## src/rtl/assert_macros.svh

```systemverilog
// Assertion macros used by the top-level RTL file
`ifndef ASSERT_MACROS_SVH
`define ASSERT_MACROS_SVH

// Check that cons holds in the same cycle as ante
`define AFPC_ASSERT_SAME(label, clk, rst_n, ante, cons) \
	label: assert property (@(posedge clk) disable iff (!rst_n) (ante) |-> (cons)) \
		else $error("assertion failed");

// Check that cons holds in the cycle after ante
`define AFPC_ASSERT_NEXT(label, clk, rst_n, ante, cons) \
	label: assert property (@(posedge clk) disable iff (!rst_n) (ante) |=> (cons)) \
		else $error("assertion failed");

`endif

```

## src/rtl/afpc_pkg.sv

```systemverilog
// Types and constants of the API frame parser
package afpc_pkg;

	localparam logic [7:0] DELIM = 8'h7E;
	localparam logic [7:0] TYPE_RX = 8'h90;
	localparam logic [7:0] TYPE_AT = 8'h88;
	localparam logic [7:0] SUM_INIT = 8'hFF;
	localparam logic [15:0] CMD_ND = 16'h4E44;
	localparam logic [15:0] RX_FIXED = 16'd13;
	localparam logic [15:0] AT_FIXED = 16'd5;
	localparam logic [15:0] SRC_BYTES = 16'd8;

	typedef enum logic [1:0] {
		EV_PAYLOAD = 2'd0,
		EV_RX_END  = 2'd1,
		EV_AT_END  = 2'd2
	} event_t;

	typedef enum logic [15:0] {
		PH_HUNT    = 16'h0001,
		PH_LEN_HI  = 16'h0002,
		PH_LEN_LO  = 16'h0004,
		PH_TYPE    = 16'h0008,
		PH_SRC     = 16'h0010,
		PH_NET_HI  = 16'h0020,
		PH_NET_LO  = 16'h0040,
		PH_OPT     = 16'h0080,
		PH_KIND    = 16'h0100,
		PH_PAYLOAD = 16'h0200,
		PH_FID     = 16'h0400,
		PH_CMD_HI  = 16'h0800,
		PH_CMD_LO  = 16'h1000,
		PH_STATUS  = 16'h2000,
		PH_DATA    = 16'h4000,
		PH_CHECK   = 16'h8000
	} phase_t;

	typedef struct packed {
		event_t      event_res;
		logic [7:0]  payload_byte;
		logic        checksum_ok;
		logic [7:0]  computed_checksum;
		logic [7:0]  data_kind;
		logic [15:0] source_network_address;
		logic [7:0]  rx_options;
		logic [15:0] at_command;
		logic [7:0]  command_status;
		logic [7:0]  frame_id;
		logic [15:0] node_address;
	} res_t;

endpackage

```

## src/rtl/afpc_byte_if.sv

```systemverilog
// Byte channel carrying received serial bytes
interface afpc_byte_if;
	logic       valid;
	logic       ready;
	logic [7:0] rx_byte;

	modport source (output valid, output rx_byte, input ready);
	modport sink (input valid, input rx_byte, output ready);
endinterface

```

## src/rtl/afpc_res_if.sv

```systemverilog
// Result channel carrying parser events
interface afpc_res_if;
	logic        valid;
	logic        ready;
	logic [1:0]  event_res;
	logic [7:0]  payload_byte;
	logic        checksum_ok;
	logic [7:0]  computed_checksum;
	logic [7:0]  data_kind;
	logic [15:0] source_network_address;
	logic [7:0]  rx_options;
	logic [15:0] at_command;
	logic [7:0]  command_status;
	logic [7:0]  frame_id;
	logic [15:0] node_address;

	modport source (
		output valid, output event_res, output payload_byte, output checksum_ok,
		output computed_checksum, output data_kind, output source_network_address,
		output rx_options, output at_command, output command_status, output frame_id,
		output node_address, input ready
	);
	modport sink (
		input valid, input event_res, input payload_byte, input checksum_ok,
		input computed_checksum, input data_kind, input source_network_address,
		input rx_options, input at_command, input command_status, input frame_id,
		input node_address, output ready
	);
endinterface

```

## src/rtl/afpc_parser.sv

```systemverilog
// Frame state machine and result generation for payload and checksum bytes
module afpc_parser (
	input  logic             clk,
	input  logic             arst_n,
	input  logic             accept,
	input  logic [7:0]       rx_byte,
	output logic             push,
	output afpc_pkg::res_t   result
);

	afpc_pkg::phase_t phase_q, phase_d;
	logic [15:0] len_q, len_d;
	logic [15:0] left_q, left_d;
	logic [7:0]  kind_q, kind_d;
	logic [7:0]  sum_q, sum_d;
	logic [15:0] net_q, net_d;
	logic [7:0]  opt_q, opt_d;
	logic [7:0]  dkind_q, dkind_d;
	logic [7:0]  fid_q, fid_d;
	logic [15:0] cmd_q, cmd_d;
	logic [7:0]  status_q, status_d;
	logic [15:0] pair_q, pair_d;
	logic [15:0] node_q, node_d;
	logic [1:0]  didx_q, didx_d;
	logic [15:0] left_dec;
	logic [15:0] rx_var;
	logic [15:0] at_var;

	assign left_dec = left_q - 16'd1;
	assign rx_var = (len_q > afpc_pkg::RX_FIXED) ? len_q - afpc_pkg::RX_FIXED : 16'd0;
	assign at_var = (len_q > afpc_pkg::AT_FIXED) ? len_q - afpc_pkg::AT_FIXED : 16'd0;

	always_comb begin
		phase_d = phase_q;
		len_d = len_q;
		left_d = left_q;
		kind_d = kind_q;
		sum_d = sum_q - rx_byte;
		net_d = net_q;
		opt_d = opt_q;
		dkind_d = dkind_q;
		fid_d = fid_q;
		cmd_d = cmd_q;
		status_d = status_q;
		pair_d = pair_q;
		node_d = node_q;
		didx_d = didx_q;
		push = 1'b0;
		result = '0;
		result.node_address = node_q;
		case (phase_q)
			afpc_pkg::PH_HUNT: begin
				sum_d = sum_q;
				if (rx_byte == afpc_pkg::DELIM) begin
					phase_d = afpc_pkg::PH_LEN_HI;
				end
			end
			afpc_pkg::PH_LEN_HI: begin
				sum_d = sum_q;
				len_d = {rx_byte, 8'h00};
				phase_d = afpc_pkg::PH_LEN_LO;
			end
			afpc_pkg::PH_LEN_LO: begin
				sum_d = sum_q;
				len_d = {len_q[15:8], rx_byte};
				phase_d = afpc_pkg::PH_TYPE;
			end
			afpc_pkg::PH_TYPE: begin
				kind_d = rx_byte;
				sum_d = afpc_pkg::SUM_INIT - rx_byte;
				if (rx_byte == afpc_pkg::TYPE_RX) begin
					left_d = afpc_pkg::SRC_BYTES;
					phase_d = afpc_pkg::PH_SRC;
				end else if (rx_byte == afpc_pkg::TYPE_AT) begin
					pair_d = node_q;
					phase_d = afpc_pkg::PH_FID;
				end else begin
					phase_d = afpc_pkg::PH_HUNT;
				end
			end
			afpc_pkg::PH_SRC: begin
				left_d = left_dec;
				if (left_dec == 16'd0) begin
					phase_d = afpc_pkg::PH_NET_HI;
				end
			end
			afpc_pkg::PH_NET_HI: begin
				net_d = {rx_byte, 8'h00};
				phase_d = afpc_pkg::PH_NET_LO;
			end
			afpc_pkg::PH_NET_LO: begin
				net_d = {net_q[15:8], rx_byte};
				phase_d = afpc_pkg::PH_OPT;
			end
			afpc_pkg::PH_OPT: begin
				opt_d = rx_byte;
				phase_d = afpc_pkg::PH_KIND;
			end
			afpc_pkg::PH_KIND: begin
				dkind_d = rx_byte;
				left_d = rx_var;
				phase_d = (rx_var != 16'd0) ? afpc_pkg::PH_PAYLOAD : afpc_pkg::PH_CHECK;
			end
			afpc_pkg::PH_FID: begin
				fid_d = rx_byte;
				phase_d = afpc_pkg::PH_CMD_HI;
			end
			afpc_pkg::PH_CMD_HI: begin
				cmd_d = {rx_byte, 8'h00};
				phase_d = afpc_pkg::PH_CMD_LO;
			end
			afpc_pkg::PH_CMD_LO: begin
				cmd_d = {cmd_q[15:8], rx_byte};
				phase_d = afpc_pkg::PH_STATUS;
			end
			afpc_pkg::PH_STATUS: begin
				status_d = rx_byte;
				left_d = at_var;
				didx_d = 2'd0;
				phase_d = (at_var != 16'd0) ? afpc_pkg::PH_DATA : afpc_pkg::PH_CHECK;
			end
			afpc_pkg::PH_PAYLOAD, afpc_pkg::PH_DATA: begin
				if (phase_q == afpc_pkg::PH_DATA) begin
					if (didx_q == 2'd0) begin
						pair_d = {rx_byte, pair_q[7:0]};
					end else if (didx_q == 2'd1) begin
						pair_d = {pair_q[15:8], rx_byte};
					end
					if (didx_q != 2'd2) begin
						didx_d = didx_q + 2'd1;
					end
				end
				left_d = left_dec;
				if (left_dec == 16'd0) begin
					phase_d = afpc_pkg::PH_CHECK;
				end
				push = 1'b1;
				result.event_res = afpc_pkg::EV_PAYLOAD;
				result.payload_byte = rx_byte;
			end
			afpc_pkg::PH_CHECK: begin
				sum_d = sum_q;
				push = 1'b1;
				result.checksum_ok = (sum_q == rx_byte);
				result.computed_checksum = sum_q;
				if (kind_q == afpc_pkg::TYPE_RX) begin
					result.event_res = afpc_pkg::EV_RX_END;
					result.data_kind = dkind_q;
					result.source_network_address = net_q;
					result.rx_options = opt_q;
				end else begin
					if (cmd_q == afpc_pkg::CMD_ND) begin
						node_d = pair_q;
					end
					result.event_res = afpc_pkg::EV_AT_END;
					result.at_command = cmd_q;
					result.command_status = status_q;
					result.frame_id = fid_q;
					result.node_address = node_d;
				end
				phase_d = afpc_pkg::PH_HUNT;
			end
			default: begin
				sum_d = sum_q;
				phase_d = afpc_pkg::PH_HUNT;
			end
		endcase
		if (!accept) begin
			push = 1'b0;
		end
	end

	always_ff @(posedge clk or negedge arst_n) begin
		if (!arst_n) begin
			phase_q <= afpc_pkg::PH_HUNT;
			len_q <= '0;
			left_q <= '0;
			kind_q <= '0;
			sum_q <= afpc_pkg::SUM_INIT;
			net_q <= '0;
			opt_q <= '0;
			dkind_q <= '0;
			fid_q <= '0;
			cmd_q <= '0;
			status_q <= '0;
			pair_q <= '0;
			node_q <= '0;
			didx_q <= '0;
		end else if (accept) begin
			phase_q <= phase_d;
			len_q <= len_d;
			left_q <= left_d;
			kind_q <= kind_d;
			sum_q <= sum_d;
			net_q <= net_d;
			opt_q <= opt_d;
			dkind_q <= dkind_d;
			fid_q <= fid_d;
			cmd_q <= cmd_d;
			status_q <= status_d;
			pair_q <= pair_d;
			node_q <= node_d;
			didx_q <= didx_d;
		end
	end

endmodule

```

## src/rtl/api_frame_parser_checksum_top.sv

```systemverilog
// Top level of the API frame parser with checksum check
//
// channel  dir  payload
// rx       in   rx_byte, one received serial byte per beat
// evt      out  event_res and frame fields, at most one beat per rx beat
//
// One byte is taken per cycle while rx.ready is high; the frame state updates in the cycle of the beat.
// A result reaches evt through a two-entry output buffer: out_q, or skid_q first while out_q is held.
// rx stalls only when both output entries are full.
// arst_n returns the parser to delimiter hunting and empties the buffer.
`include "assert_macros.svh"

module api_frame_parser_checksum_top (
	input  logic            clk,
	input  logic            arst_n,
	afpc_byte_if.sink       rx,
	afpc_res_if.source      evt
);

	logic           accept;
	logic           push;
	afpc_pkg::res_t result;
	afpc_pkg::res_t out_q;
	afpc_pkg::res_t skid_q;
	logic           out_v_q;
	logic           skid_v_q;
	logic           out_free;

	assign rx.ready = !skid_v_q;
	assign accept = rx.valid && rx.ready;
	assign out_free = !out_v_q || evt.ready;

	afpc_parser u_parser (
		.clk     (clk),
		.arst_n  (arst_n),
		.accept  (accept),
		.rx_byte (rx.rx_byte),
		.push    (push),
		.result  (result)
	);

	always_ff @(posedge clk or negedge arst_n) begin
		if (!arst_n) begin
			out_v_q <= 1'b0;
			skid_v_q <= 1'b0;
		end else if (out_free) begin
			if (skid_v_q) begin
				out_v_q <= 1'b1;
				skid_v_q <= 1'b0;
			end else begin
				out_v_q <= push;
			end
		end else if (push) begin
			skid_v_q <= 1'b1;
		end
	end

	always_ff @(posedge clk) begin
		if (out_free) begin
			if (skid_v_q) begin
				out_q <= skid_q;
			end else if (push) begin
				out_q <= result;
			end
		end else if (push) begin
			skid_q <= result;
		end
	end

	assign evt.valid = out_v_q;
	assign evt.event_res = out_q.event_res;
	assign evt.payload_byte = out_q.payload_byte;
	assign evt.checksum_ok = out_q.checksum_ok;
	assign evt.computed_checksum = out_q.computed_checksum;
	assign evt.data_kind = out_q.data_kind;
	assign evt.source_network_address = out_q.source_network_address;
	assign evt.rx_options = out_q.rx_options;
	assign evt.at_command = out_q.at_command;
	assign evt.command_status = out_q.command_status;
	assign evt.frame_id = out_q.frame_id;
	assign evt.node_address = out_q.node_address;

	`AFPC_ASSERT_SAME(a_skid_behind_out, clk, arst_n, skid_v_q, out_v_q)
	`AFPC_ASSERT_NEXT(a_push_lands, clk, arst_n, push, out_v_q)
	`AFPC_ASSERT_SAME(a_payload_clean, clk, arst_n, out_v_q && out_q.event_res == afpc_pkg::EV_PAYLOAD, out_q.computed_checksum == 8'h00 && out_q.at_command == 16'h0000)
	`AFPC_ASSERT_SAME(a_rx_end_clean, clk, arst_n, out_v_q && out_q.event_res == afpc_pkg::EV_RX_END, out_q.frame_id == 8'h00 && out_q.payload_byte == 8'h00)

endmodule
```

## src/flat_wrapper.sv

```systemverilog
// flat-port wrapper written by rule: the top's interface ports become plain ports
module api_frame_parser_checksum_top_flat 
  (clk, arst_n, rx_valid, rx_rx_byte, rx_ready, evt_valid, evt_event_res, evt_payload_byte, evt_checksum_ok, evt_computed_checksum, evt_data_kind, evt_source_network_address, evt_rx_options, evt_at_command, evt_command_status, evt_frame_id, evt_node_address, evt_ready);
  afpc_byte_if rx_i ();
  afpc_res_if evt_i ();
  input  logic clk;
  input  logic arst_n;
  input wire logic [$bits(rx_i.valid)-1:0] rx_valid;
  input wire logic [$bits(rx_i.rx_byte)-1:0] rx_rx_byte;
  output wire logic [$bits(rx_i.ready)-1:0] rx_ready;
  output wire logic [$bits(evt_i.valid)-1:0] evt_valid;
  output wire logic [$bits(evt_i.event_res)-1:0] evt_event_res;
  output wire logic [$bits(evt_i.payload_byte)-1:0] evt_payload_byte;
  output wire logic [$bits(evt_i.checksum_ok)-1:0] evt_checksum_ok;
  output wire logic [$bits(evt_i.computed_checksum)-1:0] evt_computed_checksum;
  output wire logic [$bits(evt_i.data_kind)-1:0] evt_data_kind;
  output wire logic [$bits(evt_i.source_network_address)-1:0] evt_source_network_address;
  output wire logic [$bits(evt_i.rx_options)-1:0] evt_rx_options;
  output wire logic [$bits(evt_i.at_command)-1:0] evt_at_command;
  output wire logic [$bits(evt_i.command_status)-1:0] evt_command_status;
  output wire logic [$bits(evt_i.frame_id)-1:0] evt_frame_id;
  output wire logic [$bits(evt_i.node_address)-1:0] evt_node_address;
  input wire logic [$bits(evt_i.ready)-1:0] evt_ready;
  assign rx_i.valid = rx_valid;
  assign rx_i.rx_byte = rx_rx_byte;
  assign rx_ready = rx_i.ready;
  assign evt_valid = evt_i.valid;
  assign evt_event_res = evt_i.event_res;
  assign evt_payload_byte = evt_i.payload_byte;
  assign evt_checksum_ok = evt_i.checksum_ok;
  assign evt_computed_checksum = evt_i.computed_checksum;
  assign evt_data_kind = evt_i.data_kind;
  assign evt_source_network_address = evt_i.source_network_address;
  assign evt_rx_options = evt_i.rx_options;
  assign evt_at_command = evt_i.at_command;
  assign evt_command_status = evt_i.command_status;
  assign evt_frame_id = evt_i.frame_id;
  assign evt_node_address = evt_i.node_address;
  assign evt_i.ready = evt_ready;
  api_frame_parser_checksum_top u_core (.clk(clk), .arst_n(arst_n), .rx(rx_i), .evt(evt_i));
endmodule
```

## config.mk

```make
export PLATFORM = sky130hd
export DESIGN_NAME = api_frame_parser_checksum_top_flat
export DESIGN_NICKNAME = d
export VERILOG_FILES = /design/src/rtl/afpc_pkg.sv /design/src/rtl/afpc_byte_if.sv /design/src/rtl/afpc_res_if.sv /design/src/rtl/afpc_parser.sv /design/src/rtl/api_frame_parser_checksum_top.sv /design/src/flat_wrapper.sv
export VERILOG_INCLUDE_DIRS = /design/src /design/src/rtl
export SDC_FILE = /design/constraint.sdc
export NUM_CORES = 1
export LEC_CHECK = 0
export BUFFER_PORTS_ARGS = -buffer_cell sky130_fd_sc_hd__buf_2
export CAP_MARGIN = 10
export CORE_ASPECT_RATIO = 1.1
export CORE_MARGIN = 2
export CORE_UTILIZATION = 55
export DETAILED_ROUTE_END_ITERATION = 8
export GPL_TIMING_DRIVEN = 0
export PLACE_DENSITY = 0.73
export RECOVER_POWER = 50
export SLEW_MARGIN = 20
export SYNTH_ARGS = -nofsm -noshare
export SYNTH_HDL_FRONTEND = slang
export SYNTH_SLANG_ARGS = --single-unit
export TNS_END_PERCENT = 10
```

## constraint.sdc

```tcl
create_clock -name clk -period 8.8 [get_ports clk]
set_input_delay 0 -clock clk [delete_from_list [all_inputs] [get_ports clk]]
set_output_delay 0 -clock clk [all_outputs]
set_load 0.02 [all_outputs]
```

==> flow_summary.yaml, run 1 <==
route:
  drt_iter0_drc: 989
  wl_per_cell_um: 20.45
  dr_total_vias: 11940
  ant_nets: 0
  dr.pass1.iters: 6
  drt-total-wl_um: 40890
  drc: 0
  vias_per_cell: 5.971
synthesis:
  synth_edf_count: 198
  ys_types: 82
  synth.most_common_cell: "edfxtp_1"
  ys.flop_type: "edfxtp_1"
  netlist_instances: 1393
  synth.avg_cell_area_sq_um: 12.13
  synthesis.nets: 1420
  synth_top_area_share_pct: 35.18
  synth_common_cells: "198 x edfxtp_1, 155 x dfrtp_1, 142 x mux2_2, 113 x nand2_1, 90 x nor2_1"
  yosysWarnings: 0
  synth_seq_cells: 362
  synth_seq_area_share_pct: 59.53
  yosys.area.top_type: "edfxtp_1"
  synth_area_sq_mm: 0.01690
  synth_area_leaders: "edfxtp_1 35%, dfrtp_1 23%, mux2_2 9.5%"
  async_flop_share_pct: 45.30
clocking:
  cts_tree: "built"
  htreeDepth: 2
  cts_root_buf: "clkbuf_16"
  worstSkewPairLatency_ns: 0.53
  cts_inserted_buffers: 37
  cts_max_path_buffers: 3
  clkSinkCount: 362
  postCtsSetupBuffers: 0
  clkSlewWorstSetupHoldPaths_ns: 0.06
critical_path:
  r2r_cells: 12
  critPathArrivalTime_ns: 5.43
  crit_fanout: 31
  r2r_end: "u_core.evt.source_network_address[1]"
  cp.required_ns: 9.03
  worstReg2RegStart: "u_core.u_parser.phase_q[9]"
  worst_setup_path_start_kind: "flop"
  path_class: "flop to flop"
  cp-end-kind: "flop"
  r2r_slack_ns: 3.60
die:
  die_area_sq_mm: 0.03215
  die_x_um: 171.1
  die_y_um: 187.9
  rows: 67
  core_sq_mm: 0.03035
  num_io_pins: 113
  start_util_pct: 55.69
grt:
  grt_pass1_wl_um: 64300
  grt-ovfl-total: 0
  antenna_found_initial: 0
  grt_max_degree: 95
  grt_pass1_vias: 11660
  grt_use_total_pct: 25.72
timing:
  fin_hold_ws_ns: 0.09188
  post-route-min-period_ns: 5.196
  slew_headroom_pct: -162.4
  rsz0062_at_grt: "no"
  slew_violations: 72
  finalSetupViolations: 0
  fmax_mhz: 192.4
  fin_crit_sh_pct: 59.05
  finalHoldViolations: 0
  finClkSkew_ns: 0.01056
  final.setup.worst_slack_ns: 3.604
  setup-tns-final_ns: 0
  tightest_slew_ns: 3.935
finish:
  antenna_cells: 0
  final_layout_size_suffix_gt1_share_pct: 16.66
  fillCellCount: 2417
  fin_cells: 1999
  largest_reg_flops: 99
  final_nets: 1584
  areaGrowthSynthToFinish_pct: 14.02
  fin_util_pct: 63.50
  top_register: "u_core.skid_q"
placed_design:
  dp_hpwl_um: 27990
  routabilityCongestion: 0.9309
  dp_cells: 1925
  port_buffers: 107
  dpl_worst_slack_ns: 4.516
status:
  status: "complete, but fails checks"
  violations: "capacitance limit, slew limit"
power:
  p_per_area_mw_per_mm2: 222.2
  leakagePower_nw: 7.819
  peakVddDrop_v: 0.0001486
job:
  maxCapViolCount: 2
worst_hold_path:
  holdPathStages: 3
  hold_end: "u_core.u_parser.len_q[5]"
  hold_class: "primary input to flop"
  min-delay-start: "rx_rx_byte[5]"
-- power breakdown --
part	internal, mW	switching, mW
logic	0.273	0.487
registers	1.87	0.0718
clock network	0.931	0.653
-- layer usage --
metal / share of wire, % / GRT usage [%] / routed length [um]
met1: 43 / 35.28 / 17680
met2: 47 / 41.67 / 19420
met3: 5.8 / 4.116 / 2387
met4: 3.4 / 9.224 / 1400
met5: 0 / 0 / 0
-- what timing repair did --
item / CTS / global route
resized for setup: 0 / 0
hold endpoints to repair: 161 / 0
hold buffers: 7 / 0
-- worst max-delay path, cell delays in order, from the launching register on --
cell and delay (ns):
dfrtp_1 0.35, clkbuf_1 0.23, nor4_1 1.28, nand4_1 0.44, nor2_1 0.30, a31o_2 0.14, clkbuf_1 0.49, nand2b_1 0.21
a21oi_1 0.15, nor2b_4 0.56, buf_12 0.27, buf_12 0.21, buf_12 0.21
-- area by class of cell --
cell class / instances / area (sq um) / area share [%]
sequential: 362 / 10060 / 52.21
multi-input combinational: 907 / 6300 / 32.69
clock buffer: 46 / 1001 / 5.194
timing repair buffer: 125 / 649.4 / 3.370
tap: 414 / 518.0 / 2.688
buffer: 93 / 402.9 / 2.091
clock inverter: 21 / 222.7 / 1.156
inverter: 31 / 116.4 / 0.6038
-- kinds of logic after synthesis --
kind of cell | after synthesis | share of synthesized area [%]
and+or+nand+nor | 447 | 14.46
adders and majority gates | 17 | 1.273
buffers and inverters | 124 | 3.102
muxes | 167 | 11.10
AOI/OAI and AO/OA | 263 | 9.861
DFF | 362 | 59.53
xor gates and xnor gates | 13 | 0.6737
-- how the worst max path moves through the flow --
stage | slack, ns | end | start | cells past startpoint
finish | 3.60 | u_core.evt.source_network_address[1] | u_core.u_parser.phase_q[9] | 12
floorplan | 1.87 | u_core.evt.at_command[0] | u_core.u_parser.phase_q[9] | 9
CTS | 4.50 | u_core.evt.source_network_address[12] | u_core.u_parser.phase_q[9] | 12
global placement | -0.60 | u_core.evt.data_kind[2] | u_core.u_parser.phase_q[9] | 9
detailed placement | 4.52 | u_core.evt.source_network_address[7] | u_core.u_parser.phase_q[9] | 12
global route | 3.23 | u_core.evt.source_network_address[14] | u_core.u_parser.phase_q[9] | 12
-- metrics by stage --
stage | total power, mW | cell area, sq um
finish | 4.281 | 19270
global route | 4.456 | 19270
CTS | 4.290 | 19450
detailed placement | 2.709 | 18150
global placement | 2.693 | 17960
floorplan | 2.498 | 16910
-- placed cells by master, fill, tap and decap left out, types with 10 or more instances in the layout --
cell	Yosys	layout
a21oi_1	48	48
a22o_1	10	10
and2_0	0	10
and2_1	44	34
and3_1	37	37
buf_2	13	15
buf_6	4	10
clkbuf_1	68	179
clkbuf_16	0	38
dfrtp_1	155	155
edfxtp_1	198	198
ha_1	14	14
inv_1	29	30
mux2_1	22	24
mux2_2	142	140
nand2_1	113	113
nand2b_1	13	13
nand3_1	22	22
nand4_1	14	14
nor2_1	90	90
nor3_1	23	23
nor4_1	19	22
nor4b_1	10	10
o21ai_0	89	92
o21ai_1	16	13
o22ai_1	10	10
or4_1	8	10
xnor2_1	11	11
(Power assumes the default switching activity.)
==> run 2: changes to the inputs <==
==> constraint.sdc (replaced) <==
create_clock -name clk -period 4.68 [get_ports clk]
set_input_delay 0 -clock clk [delete_from_list [all_inputs] [get_ports clk]]
set_output_delay 0 -clock clk [all_outputs]
set_load 0.02 [all_outputs]
==> run 2 against run 1 <==
Effect of this change:
- the run still ends with capacitance limit, slew limit left
- utilization hardly changed
- global-route usage shrank 0.16 points
- non-clock buffer count stayed put
- power rose by 87%
- fmax is 27% higher
- combinational power rose by 87%
==> flow_summary.yaml, run 2 (synthesis results as in run 1) <==
status:
  status: "complete, but fails checks"
  violations: "capacitance limit, slew limit"
die:
  rows: 67
  die_y_um: 187.9
  start_util_pct: 55.69
  die_x_um: 171.1
  die_area_sq_mm: 0.03215
  core_sq_mm: 0.03035
  num_io_pins: 113
clocking:
  cts_root_buf: "clkbuf_16"
  cts_tree: "built"
  clkSinkCount: 362
  ctsResizeCount: 0
  cts_max_path_buffers: 3
  worstSkewPairLatency_ns: 0.53
  clkSlewWorstSetupHoldPaths_ns: 0.06
  htreeDepth: 2
  postCtsSetupBuffers: 0
  cts_inserted_buffers: 37
  hold_buffers: 7
power:
  p_per_area_mw_per_mm2: 416.0
  leakagePower_nw: 7.826
  peakVddDrop_v: 0.0002607
finish:
  mostFrequentLayoutCell: "edfxtp_1"
  top_register: "u_core.skid_q"
  areaGrowthSynthToFinish_pct: 14.08
  largest_reg_flops: 99
  final_nets: 1584
  antenna_cells: 0
  final_cell_mix: "198 x edfxtp_1, 180 x clkbuf_1, 155 x dfrtp_1, 141 x mux2_2, 113 x nand2_1"
  fin_cells: 2000
  final_layout_size_suffix_gt1_share_pct: 16.65
  fillCellCount: 2400
critical_path:
  crit_fanout: 31
  critPathArrivalTime_ns: 4.32
  worst_setup_path_start_kind: "flop"
  cp.required_ns: 4.91
  path_class: "flop to flop"
  cp-end-kind: "flop"
  r2r_cells: 11
worst_hold_path:
  hold_class: "primary input to asynchronous set/reset pin"
grt:
  grt_pass1_wl_um: 63760
  antenna_found_initial: 0
  grt-ovfl-total: 0
  grt_pass1_vias: 11440
  grt_max_degree: 85
  grt_use_total_pct: 25.56
timing:
  post-route-min-period_ns: 4.091
  slew_headroom_pct: -37.65
  slew_violations: 82
  setup-tns-final_ns: 0
  rsz0062_at_grt: "no"
  finalHoldViolations: 0
  finClkSkew_ns: 0.01057
  fmax_mhz: 244.4
  finalSetupViolations: 0
  tightest_slew_ns: 2.065
  fin_crit_sh_pct: 87.42
route:
  drt-total-wl_um: 40550
  drc: 0
  dr_total_vias: 11840
  ant_nets: 0
  drt_iter0_drc: 1040
  dr.pass1.iters: 7
  vias_per_cell: 5.918
  wl_per_cell_um: 20.28
job:
  maxCapViolCount: 1
placed_design:
  port_buffers: 107
  dp_hpwl_um: 27840
  dp_cells: 1925
  routabilityCongestion: 0.9383
==> run 2: layout make-up <==
cell class                      count  area [sq um]  area share (%)
Buffer                             93         412.9           2.141
Clock buffer                       48          1031           5.347
Clock inverter                     20         185.2          0.9604
Inverter                           31         116.4          0.6035
Multi-Input combinational cell    907          6319           32.77
Sequential cell                   362         10060           52.18
Tap cell                          414         518.0           2.687
Timing Repair Buffer              125         638.1           3.310
==> run 2: worst paths after layout <==
path                       slack, ns                        start                      endpoint
max                             0.59   u_core.u_parser.phase_q[6]  u_core.evt.command_status[2]
min                             0.02                       arst_n    u_core.u_parser.node_q[12]
max reg2reg                     0.59   u_core.u_parser.phase_q[6]  u_core.evt.command_status[2]
min reg2reg                     0.47  u_core.u_parser.status_q[6]   u_core.u_parser.status_q[6]
max in group asynchronous       2.21                       arst_n    u_core.u_parser.dkind_q[7]
min in group clk                0.07                rx_rx_byte[5]      u_core.u_parser.len_q[5]
==> run 2: layer usage <==
layer | part of all wire, % | up-vias | GRT usage (%)
met1 | 44 | 5918 | 36.04
met3 | 4.7 | 79 | 3.208
met4 | 2.9 | 0 | 8.703
met2 | 48 | 366 | 41.24
met5 | 0 | - | 0
li1 | - | 5473 | -
==> run 2: critical path, stage by stage (launching register included) <==
cell and delay (ns):
dfrtp_1 0.36, clkbuf_1 0.19, nor4_4 0.55, nand4_1 0.38
nor2_1 0.27, a31o_2 0.14, clkbuf_1 0.47, nand2b_1 0.20
a21oi_1 0.14, nor2b_4 0.55, buf_12 0.29, buf_12 0.21
==> run 2: power breakdown <==
part           internal [mW]  total, mW  switching, mW  leakage, nW
clock                   1.73       2.96           1.22        0.585
combinational          0.512       1.42          0.908         3.22
sequential              3.51       3.65          0.136         4.03
==> run 2: per-stage QoR <==
stage / instance area [sq um] / hold WS (ns) / power [mW] / util, % / worst slack [ns]
final: 19280 / 0.01736 / 8.021 / 63.54 / 0.5886
after CTS: 19470 / 0.07107 / 8.031 / 64.15 / 0.9073
after detailed placement: 18180 / 0.04166 / 5.086 / 59.91 / 0.9253
after floorplan: 16950 / -0.2956 / 4.698 / - / -0.04234
after global routing: 19280 / 0.08498 / 8.330 / 63.54 / 0.3912
after global placement: 18000 / 0.4029 / 5.062 / 59.31 / -1.643
==> run 3: changes to the inputs <==
--- a/config.mk
+++ b/config.mk
@@ -13,7 +13,7 @@
 export CORE_UTILIZATION = 55
 export DETAILED_ROUTE_END_ITERATION = 8
 export GPL_TIMING_DRIVEN = 0
-export PLACE_DENSITY = 0.73
+export PLACE_DENSITY = 0.8
 export RECOVER_POWER = 50
 export SLEW_MARGIN = 20
 export SYNTH_ARGS = -nofsm -noshare
==> run 3 against run 2 <==
Effect of this change:
- the flow still finishes with violations (capacitance limit, slew limit)
- sequential cell count unchanged
- combinational power is essentially flat
- fmax grew 0.26%
- power shrank 2.6%
- via count up 0.70%
- register-to-register slack barely moved
- routed wire length increased by 1.4%
- final cell count fell by 0.20%
- clock skew rose by 0.012 ns
- non-clock buffer count fell by 2
- first-iteration DRC count decreased by 6.3%
- worst setup slack gained 0.011 ns
==> flow_summary.yaml, run 3 (synthesis results as in run 1) <==
timing:
  post-route-min-period_ns: 4.081
  fin_crit_sh_pct: 87.19
  slew_violations: 167
  final.setup.worst_slack_ns: 0.5994
  fmax_mhz: 245.1
  finalSetupViolations: 0
  rsz0062_at_grt: "no"
  finClkSkew_ns: 0.02268
  finalHoldViolations: 0
  slew_headroom_pct: -50.48
  setup-tns-final_ns: 0
  tightest_slew_ns: 2.257
clocking:
  htreeDepth: 2
  clkSinkCount: 362
  clkSlewWorstSetupHoldPaths_ns: 0.06
  cts_inserted_buffers: 36
  worstSkewPairLatency_ns: 0.53
  cts_tree: "built"
  cts_root_buf: "clkbuf_16"
  cts_max_path_buffers: 3
  postCtsSetupBuffers: 0
grt:
  grt_use_total_pct: 25.75
  grt_max_degree: 88
  antenna_found_initial: 0
  grt-ovfl-total: 0
  grt_pass1_wl_um: 64680
  grt_pass1_vias: 11690
die:
  die_area_sq_mm: 0.03215
  die_y_um: 187.9
  die_x_um: 171.1
  rows: 67
  num_io_pins: 113
  core_sq_mm: 0.03035
  start_util_pct: 55.69
finish:
  final_layout_size_suffix_gt1_share_pct: 16.39
  top_register: "u_core.skid_q"
  final_cell_mix: "198 x edfxtp_1, 181 x clkbuf_1, 155 x dfrtp_1, 141 x mux2_2, 113 x nand2_1"
  final_nets: 1581
  fillCellCount: 2368
  areaGrowthSynthToFinish_pct: 13.46
  mostFrequentLayoutCell: "edfxtp_1"
  largest_reg_flops: 99
  fin_util_pct: 63.19
route:
  vias_per_cell: 5.971
  ant_nets: 0
  dr.pass1.iters: 6
  drt_iter0_drc: 975
  dr_total_vias: 11920
  wl_per_cell_um: 20.60
  drc: 0
  drt-total-wl_um: 41120
placed_design:
  dp_hpwl_um: 28360
  port_buffers: 107
  dpl_worst_slack_ns: 0.7000
  routabilityCongestion: 0.9266
worst_hold_path:
  hold_class: "primary input to flop"
  min-delay-start: "rx_rx_byte[1]"
  holdPathStages: 4
  hold_end: "u_core.u_parser.sum_q[1]"
critical_path:
  r2r_cells: 11
  worst_setup_path_start_kind: "flop"
  cp_num_buf_inv: 5
  path_class: "flop to flop"
  cp_top_family: "simple AND/OR/NAND/NOR gates"
  cp-end-kind: "flop"
  cp.required_ns: 4.90
  critPathArrivalTime_ns: 4.30
  r2r_slack_ns: 0.60
  crit_fanout: 32
  r2r_end: "u_core.evt.source_network_address[14]"
  cp_slowest_cell: "nor2b_4"
  cpPeakStageDelay_ns: 0.64
  crit_chain: "clkbuf_1, nor3_1, nand4_1, nor3_1, inv_1, nand2b_1, a21oi_1, nor2b_4, buf_16, buf_12, buf_12"
  worstReg2RegStart: "u_core.u_parser.phase_q[6]"
  startpoint: "u_core.u_parser.phase_q[6]"
power:
  peakVddDrop_v: 0.0003205
  leakagePower_nw: 7.779
  p_per_area_mw_per_mm2: 407.5
job:
  maxCapViolCount: 2
status:
  violations: "capacitance limit, slew limit"
  status: "complete, but fails checks"
[run 3: cell count changes in the layout (fill, tap and decap cells not counted), sizes merged]
cell,previous run,this run
bufinv,3,2
clkbuf,222,223
clkinvlp,3,1
diode,0,2
clkinv,13,12
buf,37,36
dlygate4sd3,7,5
[run 3: cell type report]
cell class | instances | area [sq um] | area share, %
timing repair buffer | 123 | 626.9 | 3.269
antenna | 2 | 5.005 | 0.02610
buffer | 93 | 421.7 | 2.199
clock inverter | 16 | 148.9 | 0.7765
inverter | 31 | 116.4 | 0.6068
multi-input combinational | 907 | 6312 | 32.92
tap | 414 | 518.0 | 2.701
clock buffer | 48 | 965.9 | 5.037
sequential | 362 | 10060 | 52.47
[run 3: layer usage]
layer / GRT usage (%) / share of wire (%)
met5: 0 / 0
met4: 10.04 / 3.6
met3: 3.736 / 5.2
met2: 42.34 / 49
met1: 34.68 / 42
[run 3: through the flow]
stage                     cells  area (sq um)  total power, mW  hold slack, ns
after floorplan            1393         16950            4.698         -0.2956
after global placement     1914         18000            5.042          0.4050
after detailed placement   1925         18200            5.075         0.05846
after CTS                  1994         19360            7.830      0.00007927
after global routing       1994         19170            8.119         0.01185
final                      1996         19180            7.814         0.01814
[run 3: report_power, final]
part	switching, mW	internal (mW)	total [mW]	leakage (nW)
combinational	0.888	0.509	1.40	3.21
sequential	0.139	3.51	3.65	4.03
clock	1.20	1.57	2.77	0.542
total	2.22	5.59	7.81	7.78
[run 3: worst max-delay path by stage]
stage                                                  to  slack (ns)  depth (start not counted)
finish              u_core.evt.source_network_address[14]        0.60                         11
global placement                        u_core.skid_q[82]       -1.50                          7
floorplan                                u_core.skid_q[0]       -0.04                          8
detailed placement  u_core.evt.source_network_address[10]        0.70                         11
global route                     u_core.evt.rx_options[0]        0.39                         13
CTS                               u_core.evt.data_kind[1]        0.68                         11
[run 3: worst min-delay path: stages]
cell and delay [ns]:
buf_2 0.13, fa_1 0.18, a22o_1 0.14, a21oi_1 0.07
[run 3: what timing repair did]
item,4_1_cts,5_1_grt
resized for setup,0,0
setup endpoints to repair,0,0
endpoints found under the hold margin,90,0
hold buffers,5,0
